**src/rtl/fcpa_ram.sv**
```systemverilog
`default_nettype none
module fcpa_ram #(
  parameter int WIDTH = 8,
  parameter int DEPTH = 16
) (
  input  logic                                      clk_i,
  input  logic                                      we_i,
  input  logic [(DEPTH > 1 ? $clog2(DEPTH) : 1)-1:0] waddr_i,
  input  logic [WIDTH-1:0]                          wdata_i,
  input  logic                                      re_i,
  input  logic [(DEPTH > 1 ? $clog2(DEPTH) : 1)-1:0] raddr_i,
  output logic [WIDTH-1:0]                          rdata_o
);

  logic [WIDTH-1:0] mem [DEPTH];
  logic [WIDTH-1:0] rdata_q;

  always_ff @(posedge clk_i) begin
    if (we_i) begin
      mem[waddr_i] <= wdata_i;
    end
    if (re_i) begin
      rdata_q <= mem[raddr_i];
    end
  end

  assign rdata_o = rdata_q;

endmodule
`default_nettype wire

```
**config.mk**
```make
export PLATFORM = sky130hd
export DESIGN_NAME = fcpa_ram
export DESIGN_NICKNAME = d
export VERILOG_FILES = /design/src/rtl/fcpa_ram.sv
export SDC_FILE = /design/constraint.sdc
export NUM_CORES = 1
export LEC_CHECK = 0
export ABC_AREA = 1
export BUFFER_PORTS_ARGS = -buffer_cell sky130_fd_sc_hd__buf_2
export CELL_PAD_IN_SITES_DETAIL_PLACEMENT = 0
export CELL_PAD_IN_SITES_GLOBAL_PLACEMENT = 1
export CORE_MARGIN = 10
export CORE_UTILIZATION = 50
export CTS_BUF_LIST = sky130_fd_sc_hd__clkbuf_16
export DETAILED_ROUTE_END_ITERATION = 10
export PLACE_DENSITY_LB_ADDON = 0.12
export SLEW_MARGIN = 30
export SYNTH_ARGS = -nofsm -noshare
export SYNTH_HDL_FRONTEND = slang
export SYNTH_SLANG_ARGS = --single-unit
```
**constraint.sdc**
```tcl
create_clock -name clk_i -period 1.75 [get_ports clk_i]
set_input_delay 0.2625 -clock clk_i [delete_from_list [all_inputs] [get_ports clk_i]]
set_output_delay 0.2625 -clock clk_i [all_outputs]
set_load 0.03 [all_outputs]
```
==> results of run 1 <==
-- synth_stat cells --
cell type,number
buf_1,1
buf_2,13
buf_4,4
buf_6,6
edfxtp_1,136
inv_1,100
inv_2,2
nand2_1,173
nand3_1,97
nand3b_1,2
nor2_1,17
-- kinds of logic after synthesis --
family / synth area share (%)
flip-flops: 69.85
buffers and inverters: 9.394
AND/OR/NAND/NOR: 20.76
-- cell type report --
type                            count  area (µm²)
Timing Repair Buffer               49       340.3
Clock inverter                     13       91.34
Tap cell                          143       178.9
Inverter                          102       382.9
Fill cell                         966        4702
Clock buffer                       17       425.4
Multi-Input combinational cell    289        1214
Sequential cell                   136        4084
-- per-stage QoR --
step / utilization [%] / instance area [µm²]
6_report: 58.82 / 6716
5_1_grt: 58.82 / 6716
4_1_cts: 58.82 / 6716
3_5_place_dp: 54.30 / 6200
3_3_place_gp: 54.30 / 6200
2_1_floorplan: - / 5847
-- worst max-delay path by stage --
stage	depth (start not counted)	startpoint	slack (ns)	to
floorplan	2	waddr_i[2]	0.54	mem[10][0]
global route	1	rdata_o[6]	0.44	rdata_o[6]
global placement	8	raddr_i[0]	0.20	rdata_o[2]
finish	1	rdata_o[7]	0.49	rdata_o[7]
CTS	1	rdata_o[0]	0.46	rdata_o[0]
detailed placement	8	raddr_i[0]	0.18	rdata_o[0]
-- sequential cells by signal, indices dropped and copies added, names as in the netlist --
signal and flops:
mem 128, rdata_o 8
-- where the power goes --
group / switching (W) / internal [W]
clock: 0.00123 / 0.00189
combinational: 0.000345 / 0.000136
sequential: 0.0000202 / 0.00367
-- per-layer routing --
metal | global-route usage (%) | share of wire (%)
met1 | 23.29 | 48
met2 | 24.74 | 45
met3 | 4.218 | 4.8
met4 | 6.490 | 1.7
met5 | 0 | 0
-- worst reg2reg max path, cell delays in order (launching register included) --
cell and delay (ns):
edfxtp_1 0.36, inv_1 0.06, nand2_1 0.04, nand3_1 0.10
nand3_1 0.10, nand3_1 0.11, nand2_1 0.09
==> results by group, run 1 <==
Worst setup path
  – RR Endpoint: rdata_o[2]
  – Critical Path End Type: primary output
  – CP Max Fanout: 1
  – Slowest CP cell: edfxtp_1
  – CP Launch Type: flop
  – Worst path bufs/invs: 1
  – Critical-path cell list: buf_2
  – Crit Path Category: flop to primary output
  – Worst R2R Setup Slack: 0.62 ns
  – Worst r2r path cells: 6
  – Worst Path Required: 1.49 ns
  – Crit-path max cell delay: 0.40 ns
  – Worst reg2reg path startpoint: mem[5][2]
  – Arr. time, crit path: 1.00 ns
  – Crit path max-delay family: flip-flops

Timing
  – RSZ-0062 raised after global routing: no
  – Fin crit period: 1.261 ns
  – Hold slack: 0.2144 ns
  – Max transition margin: 58.80%
  – Setup ws final: 0.4894 ns
  – # setup viols final: 0
  – Final period util: 72.03%
  – Fin Clk Skew: 0.01856 ns
  – Final TNS setup: 0 ns
  – Final hold violations: 0
  – Maximum clock rate: 793.3 MHz
  – Worst-Margin Slew: 0.6172 ns
  – Slew Limit Fails: 0

Clocking
  – Resized Gates After CTS: 0
  – Setup bufs post-CTS: 0
  – Clock Tree Buf Depth: 2
  – CTS Hold Bufs: 0
  – CTS tree: yes
  – CTS Sinks: 136
  – Root buffer cell: clkbuf_16
  – Clock-pin slew on the worst setup and hold paths: 0.06 ns
  – Total CTS buffers: 17
  – CTS H-tree depth: 4
  – Clk Latency, worst-skew pair: 0.42 ns

GRT
  – GRT Total Usage: 16.78%
  – Vias in the first global route: 3,682
  – Pin count of the biggest net entering global routing: 36
  – First-pass GRT wire length: 20,670 µm
  – Initial antenna violation count: 0
  – GR Overflow Total: 0

Yosys
  – Syn_nets: 570
  – Synth cell types: 11
  – Cell area after synthesis: 5847 µm²
  – Synth top area share: 69.85%
  – Register bit total from synthesis: 136
  – Top post-synthesis cells by area: edfxtp_1 70%, nand2_1 11%, nand3_1 8.3%, inv_1 6.4%, buf_6 1.2%
  – YS warnings: 0
  – Syn Area/Cell: 10.61 µm²
  – Synth area leader: edfxtp_1
  – Sequential area share after synthesis: 69.85%
  – Cell count after synthesis: 551

Floorplanning
  – Die ar.: 16,420 µm²
  – Die Ht: 128.1 µm
  – Ports: 27
  – Die X: 128.1 µm
  – Core Rows: 39
  – Starting Density: 51.21%
  – CORE AREA: 11,420 µm²

Cells and area
  – Leading cell type in the layout, fill and taps excluded: nand2_1
  – Area grow syn2layout: 14.87%
  – Share of cells above drive strength 1: 12.54%
  – Finished Layout Cells: 749
  – Most frequent cells in the layout: 173 x nand2_1, 136 x edfxtp_1, 101 x inv_1, 97 x nand3_1, 26 x buf_2
  – N_diodes: 0
  – Fin nets: 614

Power
  – Pwr/cell area: 1087 nW/µm²
  – LEAKAGE: 2.915 nW
  – Max rail drop VDD: 0.0006712 V
  – Total Power Consumption: 0.007298 W

Min path
  – Startpoint of the lowest-slack hold path: re_i
  – Min-Delay Path Class: primary input to flop
  – Hold Crit Depth: 1
  – Hold path endpoint: rdata_o[2]

Routing
  – DRT Wirelength: 13,260 µm
  – WL/cell: 17.70 µm
  – Final routed DRC violation total: 0
  – DRT iter0 DRCs: 316
  – Vias/cell: 5.001
  – Post-route ant nets: 0
  – Router iterations before antenna repair: 5
  – Vias: 3,746

Run
  – Max-cap violation count: 0

Placement
  – Final Wtd Congestion: 0.8906
  – Placed instance count: 719
  – IO buf count: 26
  – DP HPWL: 8434 µm
  – Pre-CTS WS: 0.1784 ns

Run status
  – Outcome: complete, no violations
No activity file was read; power rests on OpenSTA's default activity.
==> run 2, diff against run 1 <==
- CORE_UTILIZATION: 50 -> 49
- clock period: 1.75 -> 1.25 ns (I/O delays scaled with it)
==> run 2 against run 1 <==
Compared with the run above:
- clock-buffer cell count unchanged
- die area increased by 1.7%
- register-to-register slack got worse by 0.55 ns
- critical endpoint is now rdata_o[6]
- highest routed layer unchanged
==> results by group, run 2 (synthesis results as in run 1) <==
Min path
  – Min-Delay Path Class: primary input to flop

Worst setup path
  – Slowest CP cell: edfxtp_1
  – Crit-path max cell delay: 0.42 ns (+0.02 ns)
  – Crit path max-delay family: flip-flops
  – Worst Path Required: 1.06 ns (-0.43 ns)
  – Critical Path End Type: primary output
  – CP Max Fanout: 1 (unchanged)
  – Arr. time, crit path: 1.03 ns (+0.03 ns)
  – Crit Path Category: flop to primary output
  – CP Launch Type: flop
  – Worst path bufs/invs: 1 (unchanged)
  – Critical-path cell list: buf_4

Timing
  – Final hold violations: 0 (unchanged)
  – Fin crit period: 1.221 ns
  – Worst-Margin Slew: 0.3608 ns (-0.2564 ns)
  – Final TNS setup: 0 ns (unchanged)
  – Fin Clk Skew: 0.005420 ns (-0.01313 ns)
  – Max transition margin: 75.95% (+17 points)
  – Slew Limit Fails: 0 (unchanged)
  – RSZ-0062 raised after global routing: no
  – Setup ws final: 0.02944 ns (-0.4599 ns)
  – Final period util: 97.64%
  – Maximum clock rate: 819.3 MHz
  – # setup viols final: 0 (unchanged)
  – Hold slack: 0.1368 ns (-0.07765 ns)

Placement
  – Final Wtd Congestion: 0.8012 (-10%)
  – Placed Area: 6342 µm² (+2.3%)
  – IO buf count: 26 (unchanged)
  – Pre-CTS WS: -0.1752 ns (-0.3536 ns)
  – DP HPWL: 8729 µm (+3.5%)

Cells and area
  – Share of cells above drive strength 1: 13.61% (+1.1 points)
  – Fin nets: 623 (+1.5%)
  – Final Cell Area: 6897 µm² (+2.7%)
  – N_diodes: 0 (unchanged)
  – Leading cell type in the layout, fill and taps excluded: nand2_1
  – Filler cell count in the final layout: 937 (-3.0%)
  – Top reg by flops: mem
  – Max reg flops: 128 (unchanged)
  – Most frequent cells in the layout: 173 x nand2_1, 136 x edfxtp_1, 103 x inv_1, 97 x nand3_1
  – Area grow syn2layout: 17.95%

Routing
  – Router iterations before antenna repair: 5 (unchanged)
  – Post-route ant nets: 0 (unchanged)
  – DRT Wirelength: 13,750 µm (+3.7%)
  – DRT iter0 DRCs: 363 (+15%)
  – Vias/cell: 5.013 (+0.24%)
  – Final routed DRC violation total: 0 (unchanged)
  – WL/cell: 18.09 µm (+2.2%)
  – Vias: 3,810 (+1.7%)

Clocking
  – Root buffer cell: clkbuf_16
  – Total CTS buffers: 17 (unchanged)
  – Setup bufs post-CTS: 0 (unchanged)
  – CTS H-tree depth: 4 (unchanged)
  – Clk Latency, worst-skew pair: 0.42 ns (about the same)
  – CTS Hold Bufs: 0 (unchanged)
  – Clock-pin slew on the worst setup and hold paths: 0.05 ns (about the same)
  – CTS Sinks: 136 (unchanged)
  – CTS tree: yes
  – Resized Gates After CTS: 3 (+3)
  – Clock Tree Buf Depth: 2 (unchanged)

Floorplanning
  – Die ar.: 16,700 µm² (+1.7%)
  – CORE AREA: 11,560 µm² (+1.3%)
  – Core Rows: 39 (unchanged)
  – Die X: 129.2 µm (+0.86%)
  – Starting Density: 50.56% (-0.65 points)
  – Die Ht: 129.2 µm (+0.86%)
  – Ports: 27 (unchanged)

Power
  – Pint: 0.008233 W (+44%)
  – Max rail drop VDD: 0.001053 V (+57%)
  – Total Power Consumption: 0.01050 W (+44%)
  – Sw frac: 21.57% (-0.33 points)
  – NetSw: 0.002264 W (+42%)
  – Pwr/cell area: 1522 nW/µm² (+40%)
  – Flop pwr share: 49.3% (-1.3 points)
  – LEAKAGE: 3.012 nW (+3.3%)
  – Comb pwr share: 7.0% (+0.4 points)
  – Share of total power in the clock network: 43.8% (+1.0 points)

Run status
  – Outcome: complete, no violations

GRT
  – Vias in the first global route: 3,766 (+2.3%)
  – GRT Total Usage: 17.56% (+0.78 points)
  – First-pass GRT wire length: 21,490 µm (+4.0%)
  – Initial antenna violation count: 0 (unchanged)
  – GR Overflow Total: 0 (unchanged)
  – Pin count of the biggest net entering global routing: 33 (-8.3%)

Run
  – Max-cap violation count: 0 (unchanged)
==> run 2: path summary, 6_finish.rpt <==
check	start	end	slack, ns	depth (start not counted)
min	re_i	rdata_o[5]	0.14	1
max	rdata_o[6]	rdata_o[6]	0.03	1
max reg2reg	mem[9][5]	rdata_o[5]	0.07	6
min reg2reg	mem[2][4]	rdata_o[4]	0.75	6
==> run 2: metal layers <==
metal / track usage (%) / wire (µm) / vias to the layer above
li1: - / - / 1888
met1: 23.76 / 6442 / 1818
met2: 26.87 / 6420 / 87
met3: 3.915 / 636 / 17
met4: 7.291 / 252 / 0
met5: 0 / 0 / -
==> run 2: final cells by class <==
type	count	area [µm²]	area share (%)
Inverter	102	382.9	5.552
Timing Repair Buffer	58	491.7	7.130
Sequential cell	136	4084	59.22
Multi-Input combinational cell	289	1214	17.60
Clock inverter	15	120.1	1.742
Tap cell	143	178.9	2.594
Clock buffer	17	425.4	6.168
==> run 2: through the flow <==
stage               cells  utilization, %
finish                760           59.63
global route          760           59.63
CTS                   760           59.63
floorplan             551               -
detailed placement    728           54.84
global placement      728           54.84
==> run 2: power groups by stage <==
stage | sequential [W] | combinational, W | clock (W)
2_1_floorplan | 0.00530 | 0.000360 | 0
3_3_place_gp | 0.00526 | 0.000726 | 0
3_5_place_dp | 0.00526 | 0.000734 | 0
4_1_cts | 0.00517 | 0.000741 | 0.00467
5_1_grt | 0.00518 | 0.000805 | 0.00487
6_report | 0.00517 | 0.000731 | 0.00460
==> run 3, diff against run 2 <==
- CORE_UTILIZATION: 49 -> 29
==> run 3 against run 2 <==
Compared with the run above:
- worst hold slack better by 0.0059 ns
- die area is 57% higher
- register-to-register slack better by 0.03 ns
- clock-buffer cell count stayed put
- worst setup slack better by 0.0055 ns
- sequential share of layout area is 2.3 points lower
- global-route usage is 4.8 points lower
- largest power group unchanged
- clock skew hardly changed
==> results by group, run 3 (synthesis results as in run 1) <==
Routing
  – WL/cell: 17.90 µm (-1.1%)
  – Vias/cell: 4.327 (-14%)
  – Final routed DRC violation total: 0 (unchanged)
  – DRT Wirelength: 15,930 µm (+16%)
  – Post-route ant nets: 0 (unchanged)
  – Router iterations before antenna repair: 4 (-1)
  – DRT iter0 DRCs: 204 (-44%)
  – Vias: 3,851 (+1.1%)

Clocking
  – CTS Hold Bufs: 0 (unchanged)
  – CTS tree: yes
  – Setup bufs post-CTS: 0 (unchanged)
  – CTS H-tree depth: 4 (unchanged)
  – Clock-pin slew on the worst setup and hold paths: 0.06 ns (about the same)
  – Root buffer cell: clkbuf_16
  – Clock Tree Buf Depth: 2 (unchanged)
  – Total CTS buffers: 17 (unchanged)
  – CTS Sinks: 136 (unchanged)
  – Clk Latency, worst-skew pair: 0.41 ns (about the same)

Worst setup path
  – Crit-path max cell delay: 0.44 ns (+0.02 ns)
  – Setup crit start: rdata_o[5]
  – Critical Path Sink: rdata_o[5]
  – Critical Path End Type: primary output
  – Critical path depth in cells: 1 (unchanged)
  – RR Endpoint: rdata_o[0]
  – Worst reg2reg path startpoint: mem[1][0]
  – Crit Path Category: flop to primary output
  – Worst R2R Setup Slack: 0.10 ns (+0.03 ns)
  – Arr. time, crit path: 1.03 ns (about the same)
  – Worst Path Required: 1.06 ns (about the same)
  – CP Launch Type: flop
  – Crit path max-delay family: flip-flops
  – CP Max Fanout: 1 (unchanged)
  – Slowest CP cell: edfxtp_1
  – Worst path bufs/invs: 1 (unchanged)
  – Critical-path cell list: buf_6
  – Worst r2r path cells: 6 (unchanged)

Timing
  – # setup viols final: 0 (unchanged)
  – Worst-Margin Slew: 0.4293 ns (+0.06850 ns)
  – Maximum clock rate: 823.0 MHz (+0.45%)
  – Final hold violations: 0 (unchanged)
  – Max transition margin: 71.38% (-4.6 points)
  – Fin Clk Skew: 0.005706 ns (+0.0002855 ns)
  – Slew Limit Fails: 0 (unchanged)
  – Fin crit period: 1.215 ns (-0.005523 ns)
  – Final period util: 97.20% (-0.44 points)
  – RSZ-0062 raised after global routing: no

Power
  – Max rail drop VDD: 0.001002 V (-4.9%)
  – Pwr/cell area: 1534 nW/µm² (+0.78%)
  – LEAKAGE: 3.081 nW (+2.3%)
  – Total Power Consumption: 0.01101 W (+4.8%)

GRT
  – Initial antenna violation count: 0 (unchanged)
  – GRT Total Usage: 12.79% (-4.8 points)
  – GR Overflow Total: 0 (unchanged)
  – Vias in the first global route: 3,974 (+5.5%)
  – Pin count of the biggest net entering global routing: 43 (+30%)
  – First-pass GRT wire length: 24,760 µm (+15%)

Placement
  – DP HPWL: 10,400 µm (+19%)
  – Final Wtd Congestion: 0.7825 (-2.3%)
  – IO buf count: 26 (unchanged)

Run
  – Max-cap violation count: 0 (unchanged)

Cells and area
  – Most frequent cells in the layout: 173 x nand2_1, 136 x edfxtp_1, 103 x inv_1, 96 x nand3_1, 31 x buf_4
  – Final core area utilization: 36.50% (-23 points)
  – N_diodes: 0 (unchanged)
  – Fin nets: 631 (+1.3%)
  – Area grow syn2layout: 22.70%
  – Max reg flops: 128 (unchanged)
  – Leading cell type in the layout, fill and taps excluded: nand2_1
  – Share of cells above drive strength 1: 14.88% (+1.3 points)
  – Filler cell count in the final layout: 2,044 (+120%)
  – Top reg by flops: mem

Run status
  – Outcome: complete, no violations

Floorplanning
  – Die X: 162.0 µm (+25%)
  – Starting Density: 29.75% (-21 points)
  – Die Ht: 162.0 µm (+25%)
  – Ports: 27 (unchanged)
  – Core Rows: 51 (+31%)
  – Die ar.: 26,240 µm² (+57%)
  – CORE AREA: 19,650 µm² (+70%)

Min path
  – Min-Delay Path Class: primary input to flop
[run 3: changes by cell type in the layout (fill, tap and decap cells not counted), sizes merged]
cell / delta
clkinv: -1
clkinvlp: -1
bufinv: +2
buf: +8
[run 3: layer usage]
| layer | GRT usage [%] | part of all wire (%) |
|---|---|---|
| met5 | 0 | 0 |
| met1 | 17.71 | 50 |
| met3 | 3.438 | 4.1 |
| met4 | 3.970 | 0.89 |
| met2 | 19.02 | 45 |
[run 3: how the worst min path moves through the flow]
stage | start | end | cells past startpoint
after global placement | re_i | rdata_o[1] | 1
final | re_i | rdata_o[1] | 1
after floorplan | wdata_i[0] | mem[0][0] | 0
after global routing | re_i | rdata_o[1] | 1
after CTS | re_i | rdata_o[1] | 1
after detailed placement | re_i | rdata_o[1] | 1
[run 3: through the flow]
step / setup slack [ns] / setup TNS (ns) / instance area, µm² / instances / hold slack, ns
after global routing: 0.005108 / 0 / 7174 / 890 / 0.1307
after global placement: -0.2024 / -1.312 / 6568 / 858 / 0.5729
after CTS: 0.006374 / 0 / 7167 / 890 / 0.1242
final: 0.03497 / 0 / 7174 / 890 / 0.1426
after floorplan: 0.1117 / 0 / 5847 / 551 / 0.2864
after detailed placement: -0.2137 / -1.385 / 6568 / 858 / 0.5645
[run 3: repair_timing]
item	4_1_cts	5_1_grt
pin swaps	0	0
setup endpoints to repair	1	2
resized for setup	2	3
[run 3: power by group]
| group | leakage (nW) | switching (W) | internal, W | total (W) |
|---|---|---|---|---|
| logic | 1.55 | 0.000522 | 0.000258 | 0.000780 |
| clock network | 0.298 | 0.00179 | 0.00327 | 0.00506 |
| registers | 1.24 | 0.0000287 | 0.00514 | 0.00517 |
[run 3: worst reg2reg max path, stage by stage (launching register included)]
cell      delay (ns)
edfxtp_1        0.36
inv_1           0.06
nand2_1         0.04
nand3_1         0.09
nand3_1         0.15
nand3_1         0.14
nand2_1         0.07
[run 3: area by class of cell]
| class | count | area [µm²] | share of cell area (%) |
|---|---|---|---|
| inverter | 102 | 382.9 | 5.337 |
| multi-input combinational | 289 | 1219 | 16.99 |
| clock inverter | 15 | 167.7 | 2.337 |
| timing repair buffer | 66 | 564.3 | 7.865 |
| tap | 265 | 331.6 | 4.622 |
| sequential | 136 | 4084 | 56.92 |
| clock buffer | 17 | 425.4 | 5.930 |
