**src/rtl/fcpa_pkg.sv**
```systemverilog
`default_nettype none
package fcpa_pkg;

  localparam int PADDR_W = 4;
  localparam int DATA_W  = 32;
  localparam int CHUNK_W = 16;

  localparam logic [1:0] MODE_ALLOC   = 2'd0;
  localparam logic [1:0] MODE_FREE    = 2'd1;
  localparam logic [1:0] MODE_REBUILD = 2'd2;

  localparam logic [1:0] REG_BASE   = 2'd0;
  localparam logic [1:0] REG_LENGTH = 2'd1;
  localparam logic [1:0] REG_CHUNK  = 2'd2;
  localparam logic [1:0] REG_ALIGN  = 2'd3;

  typedef enum logic [2:0] {
    ST_OK       = 3'd0,
    ST_EMPTY    = 3'd1,
    ST_OOB      = 3'd2,
    ST_NULL     = 3'd3,
    ST_MISALIGN = 3'd4,
    ST_BADCFG   = 3'd5
  } status_e;

  typedef struct packed {
    logic                go;
    logic [DATA_W-1:0]   dividend;
    logic [CHUNK_W-1:0]  divisor;
  } div_req_t;

  typedef struct packed {
    logic                done;
    logic [DATA_W-1:0]   quotient;
    logic [CHUNK_W-1:0]  remainder;
  } div_rsp_t;

endpackage
`default_nettype wire

```
**src/rtl/fcpa_div.sv**
```systemverilog
`default_nettype none
module fcpa_div (
  input  logic                clk_i,
  input  logic                rst_ni,
  input  fcpa_pkg::div_req_t  req_i,
  output fcpa_pkg::div_rsp_t  rsp_o
);
  import fcpa_pkg::*;

  logic [DATA_W-1:0]  dvd_q;
  logic [CHUNK_W-1:0] dsr_q;
  logic [CHUNK_W-1:0] rem_q;
  logic [4:0]         cnt_q;
  logic               active_q;
  logic               done_q;

  logic [CHUNK_W:0]   trial;
  logic               fits;
  logic [CHUNK_W:0]   rem_next;

  always_comb begin
    trial    = {rem_q, dvd_q[DATA_W-1]};
    fits     = trial >= {1'b0, dsr_q};
    rem_next = fits ? trial - {1'b0, dsr_q} : trial;
  end

  always_ff @(posedge clk_i or negedge rst_ni) begin
    if (!rst_ni) begin
      dvd_q    <= '0;
      dsr_q    <= '0;
      rem_q    <= '0;
      cnt_q    <= '0;
      active_q <= 1'b0;
      done_q   <= 1'b0;
    end else begin
      done_q <= 1'b0;
      if (req_i.go) begin
        dvd_q    <= req_i.dividend;
        dsr_q    <= req_i.divisor;
        rem_q    <= '0;
        cnt_q    <= '0;
        active_q <= 1'b1;
      end else if (active_q) begin
        dvd_q <= {dvd_q[DATA_W-2:0], fits};
        rem_q <= rem_next[CHUNK_W-1:0];
        cnt_q <= cnt_q + 5'd1;
        if (cnt_q == '1) begin
          active_q <= 1'b0;
          done_q   <= 1'b1;
        end
      end
    end
  end

  assign rsp_o.done      = done_q;
  assign rsp_o.quotient  = dvd_q;
  assign rsp_o.remainder = rem_q;

endmodule
`default_nettype wire

```
**config.mk**
```make
export PLATFORM = sky130hd
export DESIGN_NAME = fcpa_div
export DESIGN_NICKNAME = d
export VERILOG_FILES = /design/src/rtl/fcpa_pkg.sv /design/src/rtl/fcpa_div.sv
export SDC_FILE = /design/constraint.sdc
export NUM_CORES = 1
export LEC_CHECK = 0
export BUFFER_PORTS_ARGS = -buffer_cell sky130_fd_sc_hd__buf_4
export CAP_MARGIN = 0
export CELL_PAD_IN_SITES_DETAIL_PLACEMENT = 0
export CELL_PAD_IN_SITES_GLOBAL_PLACEMENT = 2
export CORE_ASPECT_RATIO = 1.2
export CORE_UTILIZATION = 25
export CTS_BUF_LIST = sky130_fd_sc_hd__clkbuf_8 sky130_fd_sc_hd__clkbuf_16
export DETAILED_ROUTE_END_ITERATION = 8
export PLACE_DENSITY = 0.76
export REMOVE_ABC_BUFFERS = 1
export SYNTH_ARGS = -nofsm -noshare
export SYNTH_HDL_FRONTEND = slang
export SYNTH_SLANG_ARGS = --single-unit
export TNS_END_PERCENT = 30
```
**constraint.sdc**
```tcl
create_clock -name clk_i -period 3.2 [get_ports clk_i]
set_input_delay 0.32 -clock clk_i [delete_from_list [all_inputs] [get_ports clk_i]]
set_output_delay 0.32 -clock clk_i [all_outputs]
set_load 0.02 [all_outputs]
```
==> results.yml, run 1 <==
run_status:
  outcome: "complete, no violations"
power_and_ir_drop:
  p_leak_uw: 0.00269
  power.total_uw: 3640
  swShare_pct: 33.8
  power_frac_comb_pct: 36.1
  internal-power_uw: 2410
  pwr-share-seq_pct: 30.9
  switchingPower_uw: 1230
  clock_power_share_pct: 33.0
  power_density_nw_per_um2: 686
  ir_drop_mv: 0.229
place:
  port_buffers: 99
  routabilityCongestion: 0.816
  placed_cell_area_um2: 4950
  post-place-ws_ns: 0.418
  hpwl_um: 7120
  place_inst: 712
floorplanning:
  die_y_um: 141
  die_width_um: 118
  row_count: 50
  ioPinCount: 100
  coreArea_um2: 15600
  start_util_pct: 25.6
  die_area_um2: 16500
grt:
  grt_pass1_wl_um: 16400
  antenna_found_initial: 0
  grt_overflow: 0
  grt_pass1_vias: 3242
  grt_usage_pct: 12.3
  grt_max_degree: 72
timing:
  post-route-period-util_pct: 87.6
  worst_slack_ns: 0.398
  finClkSkew_ns: 0.00689
  max_freq_ghz: 0.357
  grt_setup_unrepaired: "no"
  slew_headroom_pct: 37.7
  setup_violations: 0
  maxSlewViolCount: 0
  finalHoldViolCount: 0
  period_minus_slack_ns: 2.80
  fin_setup_tns_ns: 0
  tightest_slew_ns: 0.935
setup_path:
  critical_path.endpoint_type: "flop"
  cp_cell_sequence: "ha_1 -> a21o_1 -> a21oi_1 -> a21oi_2 -> o21ai_1 -> and3_1 -> mux2_1 -> a211oi_2"
  critical_path.top_delay_family: "compound AO/OA/AOI/OAI gates"
  crit_type: "reg2reg"
  cp.arrival_ns: 3.05
  critPathMaxFanout: 10
  critPathLaunchType: "flop"
  cp_slowest_cell: "and3_1"
  critical_path_required_ns: 3.45
  max_stage_delay_ns: 0.52
  cp.buffers_inverters: 0
synthesis:
  postSynthCellCount: 424
  ys_types: 49
  synth_seq_cells: 71
  syn-cell-area_um2: 4010
  avgSynthCellArea_um2: 9.45
  yosysWarnings: 0
  seq_area_frac_synth_pct: 44.3
  synth_edf_count: 0
  ys_async_sr_fraction_pct: 100
  synth_ff_type: "dfrtp_1"
clocking:
  cts_htree_levels: 3
  cts.sinks: 71
  post_cts_buffers: 0
  cts_tree: "built"
  cts_resized: 0
  cts_buffers: 9
  cts_hold_buf: 0
  clkSlewWorstSetupHoldPaths_ns: 0.06
  cts_max_path_buffers: 2
  root_buffer: "clkbuf_16"
  clk_latency_ns: 0.33
cells_and_area:
  drive_gt1_share_pct: 25.0
  fin_nets: 585
  area_delta_synth_final_pct: 32.4
  fill_cells: 1645
  num_antenna_cells: 0
  finalInstanceArea_um2: 5300
  instances_no_fill: 728
routing:
  num_vias: 3271
  wl_um: 9930
  drtIter0Drc: 95
  wl_per_cell_um: 13.6
  drc: 0
  drt-pass1-iter-count: 4
  vias_per_cell: 4.49
  ant_nets: 0
job:
  maxCapViolCount: 0
hold_path:
  min_path_type: "in2async"
[power by group through the flow]
stage	clock network [uW]	logic (uW)	registers [uW]
after floorplan	0	756	1240
after global placement	0	1320	1140
after detailed placement	0	1320	1140
after CTS	1230	1330	1130
after global routing	1270	1450	1140
final	1200	1320	1120
[synthesized netlist by cell type (all sizes together), types with 3 or more instances]
cell,number,area [um^2]
a211oi,17,138
a21o,6,45.0
a21oi,15,78.8
a311oi,4,41.3
and3,3,18.8
buf,8,45.0
clkbuf,16,60.1
dfrtp,71,1780
ha,18,225
inv,20,75.1
mux2,3,33.8
mux2i,42,420
nand2,58,220
nand2b,5,31.3
nand3,6,30.0
nor2,29,109
nor2b,6,37.5
nor3,4,25.0
o21a,3,22.5
o21ai,56,280
xnor2,9,78.8
xor2,3,26.3
[final cells by class]
class                           count  area (um^2)  area share [%]
Timing Repair Buffer              104          781            14.7
Inverter                           20         75.1            1.42
Sequential cell                    71         1780            33.6
Clock buffer                       11          253            4.77
Clock inverter                      5          104            1.96
Multi-Input combinational cell    309         2050            38.7
Tap cell                          208          260            4.91
[routing by layer]
metal / track usage [%] / up-vias / wire (um)
li1: - / 1671 / -
met1: 16.0 / 1516 / 4740
met2: 19.5 / 75 / 4560
met3: 3.24 / 9 / 501
met4: 4.59 / 0 / 131
met5: 0 / - / 0
[layout by cell type (no fill, tap or decap), types with 3 or more instances in the layout]
cell type and instances:
o21a_1 3, bufinv_16 3, xor2_1 3, o21ai_0 55, a21oi_1 14, xnor2_1 9, mux2i_1 42, a211oi_1 15
nor3_1 3, inv_1 20, clkbuf_16 9, nand2_1 57, and3_1 3, nand2b_1 5, nor2_1 29, nand3_1 6
dfrtp_1 70, a21o_1 6, ha_1 18, nor2b_1 6, a311oi_1 3, buf_4 104
[state kept, by name (all words and copies together), names as in the netlist]
| signal | count |
|---|---|
| dvd_q | 32 |
| dsr_q | 16 |
| rem_q | 16 |
| cnt_q | 5 |
| active_q | 1 |
| done_q | 1 |
[kinds of logic after synthesis]
family          after synthesis  synth area share, %
simple gates                119                 13.3
compound gates              114                 17.8
flops                        71                 44.3
mux                          45                 11.3
buf+inv                      44                 4.50
fa+ha+maj                    19                 6.12
xor+xnor                     12                 2.62
[stage by stage]
stage	util [%]	hold slack, ns
finish	33.9	0.0835
global route	33.9	0.186
CTS	33.9	0.167
detailed placement	31.6	0.510
global placement	31.6	0.510
floorplan	-	0.0244
[final timing paths]
path / cells past startpoint / from / to / slack [ns]
setup / recovery: 8 / rem_q[2]$_DFFE_PN0P_ / rem_q[1]$_DFFE_PN0P_ / 0.40
max in group asynchronous: 1 / rst_ni / active_q$_DFF_PN0_ / 2.35
min in group clk_i: 3 / req_i[26] / dvd_q[10]$_DFFE_PN0P_ / 0.19
setup reg to reg: 8 / rem_q[2]$_DFFE_PN0P_ / rem_q[1]$_DFFE_PN0P_ / 0.40
hold reg to reg: 1 / dsr_q[0]$_DFFE_PN0P_ / dsr_q[0]$_DFFE_PN0P_ / 0.52
hold / removal: 1 / rst_ni / dsr_q[15]$_DFFE_PN0P_ / 0.08
(Power assumes the default switching activity.)
==> run 2, diff against run 1 <==
--- a/config.mk
+++ b/config.mk
@@ -5,6 +5,7 @@
 export SDC_FILE = /design/constraint.sdc
 export NUM_CORES = 1
 export LEC_CHECK = 0
+export ABC_AREA = 1
 export BUFFER_PORTS_ARGS = -buffer_cell sky130_fd_sc_hd__buf_4
 export CAP_MARGIN = 0
 export CELL_PAD_IN_SITES_DETAIL_PLACEMENT = 0
@@ -13,7 +14,7 @@
 export CORE_UTILIZATION = 25
 export CTS_BUF_LIST = sky130_fd_sc_hd__clkbuf_8 sky130_fd_sc_hd__clkbuf_16
 export DETAILED_ROUTE_END_ITERATION = 8
-export PLACE_DENSITY = 0.76
+export PLACE_DENSITY = 0.8
 export REMOVE_ABC_BUFFERS = 1
 export SYNTH_ARGS = -nofsm -noshare
 export SYNTH_HDL_FRONTEND = slang
==> constraint.sdc (replaced) <==
create_clock -name clk_i -period 3.05 [get_ports clk_i]
set_input_delay 0.305 -clock clk_i [delete_from_list [all_inputs] [get_ports clk_i]]
set_output_delay 0.305 -clock clk_i [all_outputs]
set_load 0.02 [all_outputs]
==> results.yml, run 2 <==
synthesis:
  syn-cell-area_um2: 4170
  synth_seq_cells: 71
  yosysWarnings: 0
  synth_top_area_share_pct: 42.6
  synth_ff_type: "dfrtp_1"
  synth_top_area_cell: "dfrtp_1"
  synth_edf_count: 0
  ys_types: 29
  avgSynthCellArea_um2: 7.44
  ys_async_sr_fraction_pct: 100
  postSynthCellCount: 561
  yosys-top-cells-area: "dfrtp_1, nand2_1, inv_1, o221ai_1, ha_1"
  synthMostInstantiatedCell: "nand2_1"
  synth_top_cells_by_count: "nand2_1, inv_1, dfrtp_1"
  seq_area_frac_synth_pct: 42.6
routing:
  vias_per_cell: 4.42
  drt-pass1-iter-count: 4
  ant_nets: 0
  drtIter0Drc: 150
  num_vias: 3851
  wl_um: 11600
  wl_per_cell_um: 13.3
  drc: 0
setup_path:
  critPathLaunchType: "flop"
  max_stage_delay_ns: 0.44
  critical_path_required_ns: 3.26
  critical_path.endpoint_type: "flop"
  cp.buffers_inverters: 2
  cp_slowest_cell: "dfrtp_1"
  r2r_slack_ns: 0.76
  cp_cell_sequence: "ha_1 -> nand2_1 -> inv_1 -> nand2_1 -> nand2_1 -> inv_1 -> nand3_2 -> nand2_2 -> nand2_4 -> nand2_2 -> nand2_1 -> nand2_1 -> nand2_1"
  path_common_cell: "nand2_1"
  cp.arrival_ns: 2.50
  crit_type: "reg2reg"
  critPathMaxFanout: 17
  critical_path.top_delay_family: "simple AND/OR/NAND/NOR gates"
floorplanning:
  coreArea_um2: 16300
  row_count: 51
  die_width_um: 120
  start_util_pct: 25.7
  ioPinCount: 100
  die_area_um2: 17200
  die_y_um: 144
clocking:
  cts_resized: 0
  clkSlewWorstSetupHoldPaths_ns: 0.06
  cts.sinks: 71
  cts_htree_levels: 3
  post_cts_buffers: 0
  cts_buffers: 9
  clk_latency_ns: 0.32
  root_buffer: "clkbuf_16"
  cts_hold_buf: 0
  cts_tree: "built"
  cts_max_path_buffers: 2
grt:
  grt_pass1_wl_um: 19300
  grt_pass1_vias: 3895
  antenna_found_initial: 0
  grt_max_degree: 72
  grt_overflow: 0
  grt_usage_pct: 14.1
timing:
  setup_violations: 0
  max_freq_ghz: 0.436
  maxSlewViolCount: 0
  fin_setup_tns_ns: 0
  period_minus_slack_ns: 2.29
  finClkSkew_ns: 0.00703
  grt_setup_unrepaired: "no"
  holdWs_ns: 0.102
  slew_headroom_pct: 35.8
  finalHoldViolCount: 0
  post-route-period-util_pct: 75.2
  tightest_slew_ns: 0.961
cells_and_area:
  num_antenna_cells: 0
  area_delta_synth_final_pct: 29.4
  fill_cells: 1782
  top_regs: "dvd_q x32, dsr_q x16, rem_q x16"
  multi_input_area_um2: 1920
  ff_latch_area_um2: 1780
  post-route-util_pct: 33.2
  largest_reg_flops: 32
  final_common_cell: "nand2_1"
  fin_nets: 724
  top_register: "dvd_q"
  final_cell_mix: "nand2_1, buf_4, inv_1"
  drive_gt1_share_pct: 19.9
power_and_ir_drop:
  p_leak_uw: 0.00294
  internal-power_uw: 2400
  power_frac_comb_pct: 46.3
  swShare_pct: 42.1
  switchingPower_uw: 1740
  clock_power_share_pct: 24.2
  ir_drop_mv: 0.315
  power_density_nw_per_um2: 766
  pwr-share-seq_pct: 29.5
place:
  port_buffers: 99
  hpwl_um: 8570
  routabilityCongestion: 0.883
run_status:
  outcome: "complete, no violations"
job:
  maxCapViolCount: 0
hold_path:
  min_path_type: "in2async"
run 2: final timing paths:
path / to / start / cells after the start
worst min register to register: dsr_q[0]$_DFFE_PN0P_ / dsr_q[0]$_DFFE_PN0P_ / 2
max in group asynchronous: dvd_q[14]$_DFFE_PN0P_ / rst_ni / 1
min in group clk_i: dsr_q[4]$_DFFE_PN0P_ / req_i[4] / 3
worst max-delay path: rem_q[13]$_DFFE_PN0P_ / rem_q[6]$_DFFE_PN0P_ / 13
worst max register to register: rem_q[13]$_DFFE_PN0P_ / rem_q[6]$_DFFE_PN0P_ / 13
worst min-delay path: dvd_q[7]$_DFFE_PN0P_ / rst_ni / 1
run 2: area by class of cell:
type	count	area share, %
clock buffers	10	4.43
well taps	212	4.91
flip-flops and latches	71	32.9
repair buffers	103	14.3
inverters	103	7.16
multi-input cells	366	35.5
clock inverters	6	0.788
run 2: logic make-up after synthesis:
logic type	after synthesis	share of synthesized area (%)
and+or+nand+nor	280	28.4
adders and majority gates	19	5.88
AOI/OAI and AO/OA	60	10.1
xor gates and xnor gates	7	1.47
DFF	71	42.6
buffers and inverters	124	11.5
run 2: metrics by stage:
step / setup slack, ns / cells / total power [uW] / instance area, um^2
2_1_floorplan: 0.978 / 540 / 2510 / 4080
3_3_place_gp: 0.731 / 855 / 3180 / 5120
3_5_place_dp: 0.749 / 855 / 3180 / 5120
4_1_cts: 0.729 / 871 / 4210 / 5400
5_1_grt: 0.571 / 871 / 4490 / 5400
6_report: 0.756 / 871 / 4140 / 5400
run 2: power groups by stage:
stage               combinational, uW  clock, uW  sequential (uW)
floorplan                        1150          0             1360
CTS                              1950       1040             1230
finish                           1920       1000             1220
global placement                 1940          0             1240
global route                     2160       1090             1250
detailed placement               1940          0             1240
run 2: layer usage:
layer	routed length [um]	track usage, %
met1	5040	16.7
met2	5680	25.0
met3	816	4.33
met4	42	3.36
met5	0	0
==> run 3, diff against run 2 <==
--- a/config.mk
+++ b/config.mk
@@ -14,7 +14,7 @@
 export CORE_UTILIZATION = 25
 export CTS_BUF_LIST = sky130_fd_sc_hd__clkbuf_8 sky130_fd_sc_hd__clkbuf_16
 export DETAILED_ROUTE_END_ITERATION = 8
-export PLACE_DENSITY = 0.8
+export PLACE_DENSITY = 0.82
 export REMOVE_ABC_BUFFERS = 1
 export SYNTH_ARGS = -nofsm -noshare
 export SYNTH_HDL_FRONTEND = slang
==> constraint.sdc (replaced) <==
create_clock -name clk_i -period 1.9 [get_ports clk_i]
set_input_delay 0.19 -clock clk_i [delete_from_list [all_inputs] [get_ports clk_i]]
set_output_delay 0.19 -clock clk_i [all_outputs]
set_load 0.02 [all_outputs]
==> results.yml, run 3 (same netlist as run 2, synthesis figures left out) <==
power_and_ir_drop:
  clock_power_share_pct: 20.2
  power_density_nw_per_um2: 1310
  power_frac_comb_pct: 56.3
  ir_drop_mv: 0.453
  power.total_uw: 8270
  internal-power_uw: 4920
  swShare_pct: 40.5
  pwr-share-seq_pct: 23.5
  switchingPower_uw: 3340
  p_leak_uw: 0.00332
floorplanning:
  die_area_um2: 17200
  ioPinCount: 100
  die_width_um: 120
  die_y_um: 144
  start_util_pct: 25.7
  row_count: 51
  coreArea_um2: 16300
routing:
  drc: 0
  drt-pass1-iter-count: 4
  ant_nets: 0
  wl_um: 12700
  num_vias: 4119
  vias_per_cell: 4.43
  drtIter0Drc: 109
  wl_per_cell_um: 13.7
cells_and_area:
  final_cell_mix: "nand2_1, buf_4, inv_1"
  fill_cells: 1739
  largest_reg_flops: 32
  ff_latch_area_um2: 1780
  num_antenna_cells: 0
  drive_gt1_share_pct: 34.5
  top_regs: "dvd_q x32, dsr_q x16, rem_q x16"
  post-route-util_pct: 38.7
  area_delta_synth_final_pct: 50.7
  fin_nets: 783
  final_common_cell: "nand2_1"
  top_register: "dvd_q"
  multi_input_area_um2: 2290
grt:
  grt_usage_pct: 15.5
  grt_pass1_wl_um: 20800
  grt_max_degree: 46
  antenna_found_initial: 0
  grt_pass1_vias: 4272
  grt_overflow: 0
place:
  routabilityCongestion: 0.835
  port_buffers: 99
  hpwl_um: 9340
setup_path:
  critPathMaxFanout: 6
  r2r_start: "rem_q[13]$_DFFE_PN0P_"
  rr_worst_depth: 11
  critPathLaunchType: "flop"
  cp.arrival_ns: 2.13
  critical_path_required_ns: 2.13
  crit_type: "reg2reg"
  critical_path.endpoint_type: "flop"
  cp-startpoint: "rem_q[13]$_DFFE_PN0P_"
timing:
  slew_headroom_pct: 36.5
  tightest_slew_ns: 0.952
  period_minus_slack_ns: 1.90
  max_freq_ghz: 0.527
  finClkSkew_ns: 0.00572
  grt_setup_unrepaired: "yes"
  post-route-period-util_pct: 99.9
  finalHoldViolCount: 0
  maxSlewViolCount: 0
  setup_violations: 0
run_status:
  outcome: "complete, no violations"
clocking:
  cts.sinks: 71
  clkSlewWorstSetupHoldPaths_ns: 0.06
  clk_latency_ns: 0.34
  cts_max_path_buffers: 2
  root_buffer: "clkbuf_16"
  cts_buffers: 9
  cts_htree_levels: 3
  cts_tree: "built"
job:
  maxCapViolCount: 0
hold_path:
  min_from: "req_i[3]"
  min_path_type: "in2reg"
  min_delay_path_depth: 3
## run 3: worst max-delay path, stage by stage, from the launching register on
cell and delay [ns]:
dfrtp_1 0.41, ha_4 0.30, nand3b_1 0.17, nor2_1 0.14
nand2_1 0.07, nor2_2 0.16, nor2_4 0.08, nand2_8 0.13
clkbuf_16 0.16, nand2_1 0.05, nand3_1 0.07, nand2_1 0.05
## run 3: repair_timing
item,CTS,global route
hold buffers,1,0
setup endpoints to repair,16,17
hold endpoints to repair,26,0
pin swaps,2,32
gates cloned,1,1
buffers inserted,1,6
gates resized for setup,18,64
## run 3: layout make-up
class	instances	share of cell area, %
multi-input combinational	366	36.4
sequential	71	28.2
timing repair buffer	162	20.3
inverter	103	6.18
tap	212	4.22
clock buffer	11	4.02
clock inverter	5	0.616
## run 3: through the flow
step | hold slack, ns | setup slack (ns) | cells | area (um^2) | setup TNS, ns
after floorplan | -0.106 | -0.172 | 540 | 4080 | -6.59
after global placement | 0.149 | -0.104 | 904 | 5510 | -1.03
after detailed placement | 0.152 | -0.143 | 904 | 5510 | -1.02
after CTS | 0.0438 | -0.000108 | 923 | 5960 | -0.000108
after global routing | 0.0494 | -0.106 | 930 | 6290 | -1.33
final | 0.0525 | 0.00140 | 930 | 6290 | 0
## run 3: worst paths after layout
kind	to	slack (ns)
min	dsr_q[3]$_DFFE_PN0P_	0.05
max reg2reg	rem_q[2]$_DFFE_PN0P_	0.001
min in group asynchronous	dvd_q[6]$_DFFE_PN0P_	0.32
max in group asynchronous	dsr_q[1]$_DFFE_PN0P_	1.00
min reg2reg	cnt_q[2]$_DFFE_PN0P_	0.50
max	rem_q[2]$_DFFE_PN0P_	0.001
## run 3: power by group through the flow
stage	registers, uW	clock network, uW	logic [uW]
2_1_floorplan	2180	0	1850
3_3_place_gp	1900	0	3830
3_5_place_dp	1910	0	3830
4_1_cts	1920	1740	4070
5_1_grt	1970	1790	5140
6_report	1940	1670	4660
## run 3: metal layers
metal	routed length [um]	GRT usage (%)	up-vias
li1	-	-	2085
met4	168	4.87	0
met5	0	0	-
met3	840	5.00	12
met1	5350	17.6	1919
met2	6350	27.3	103
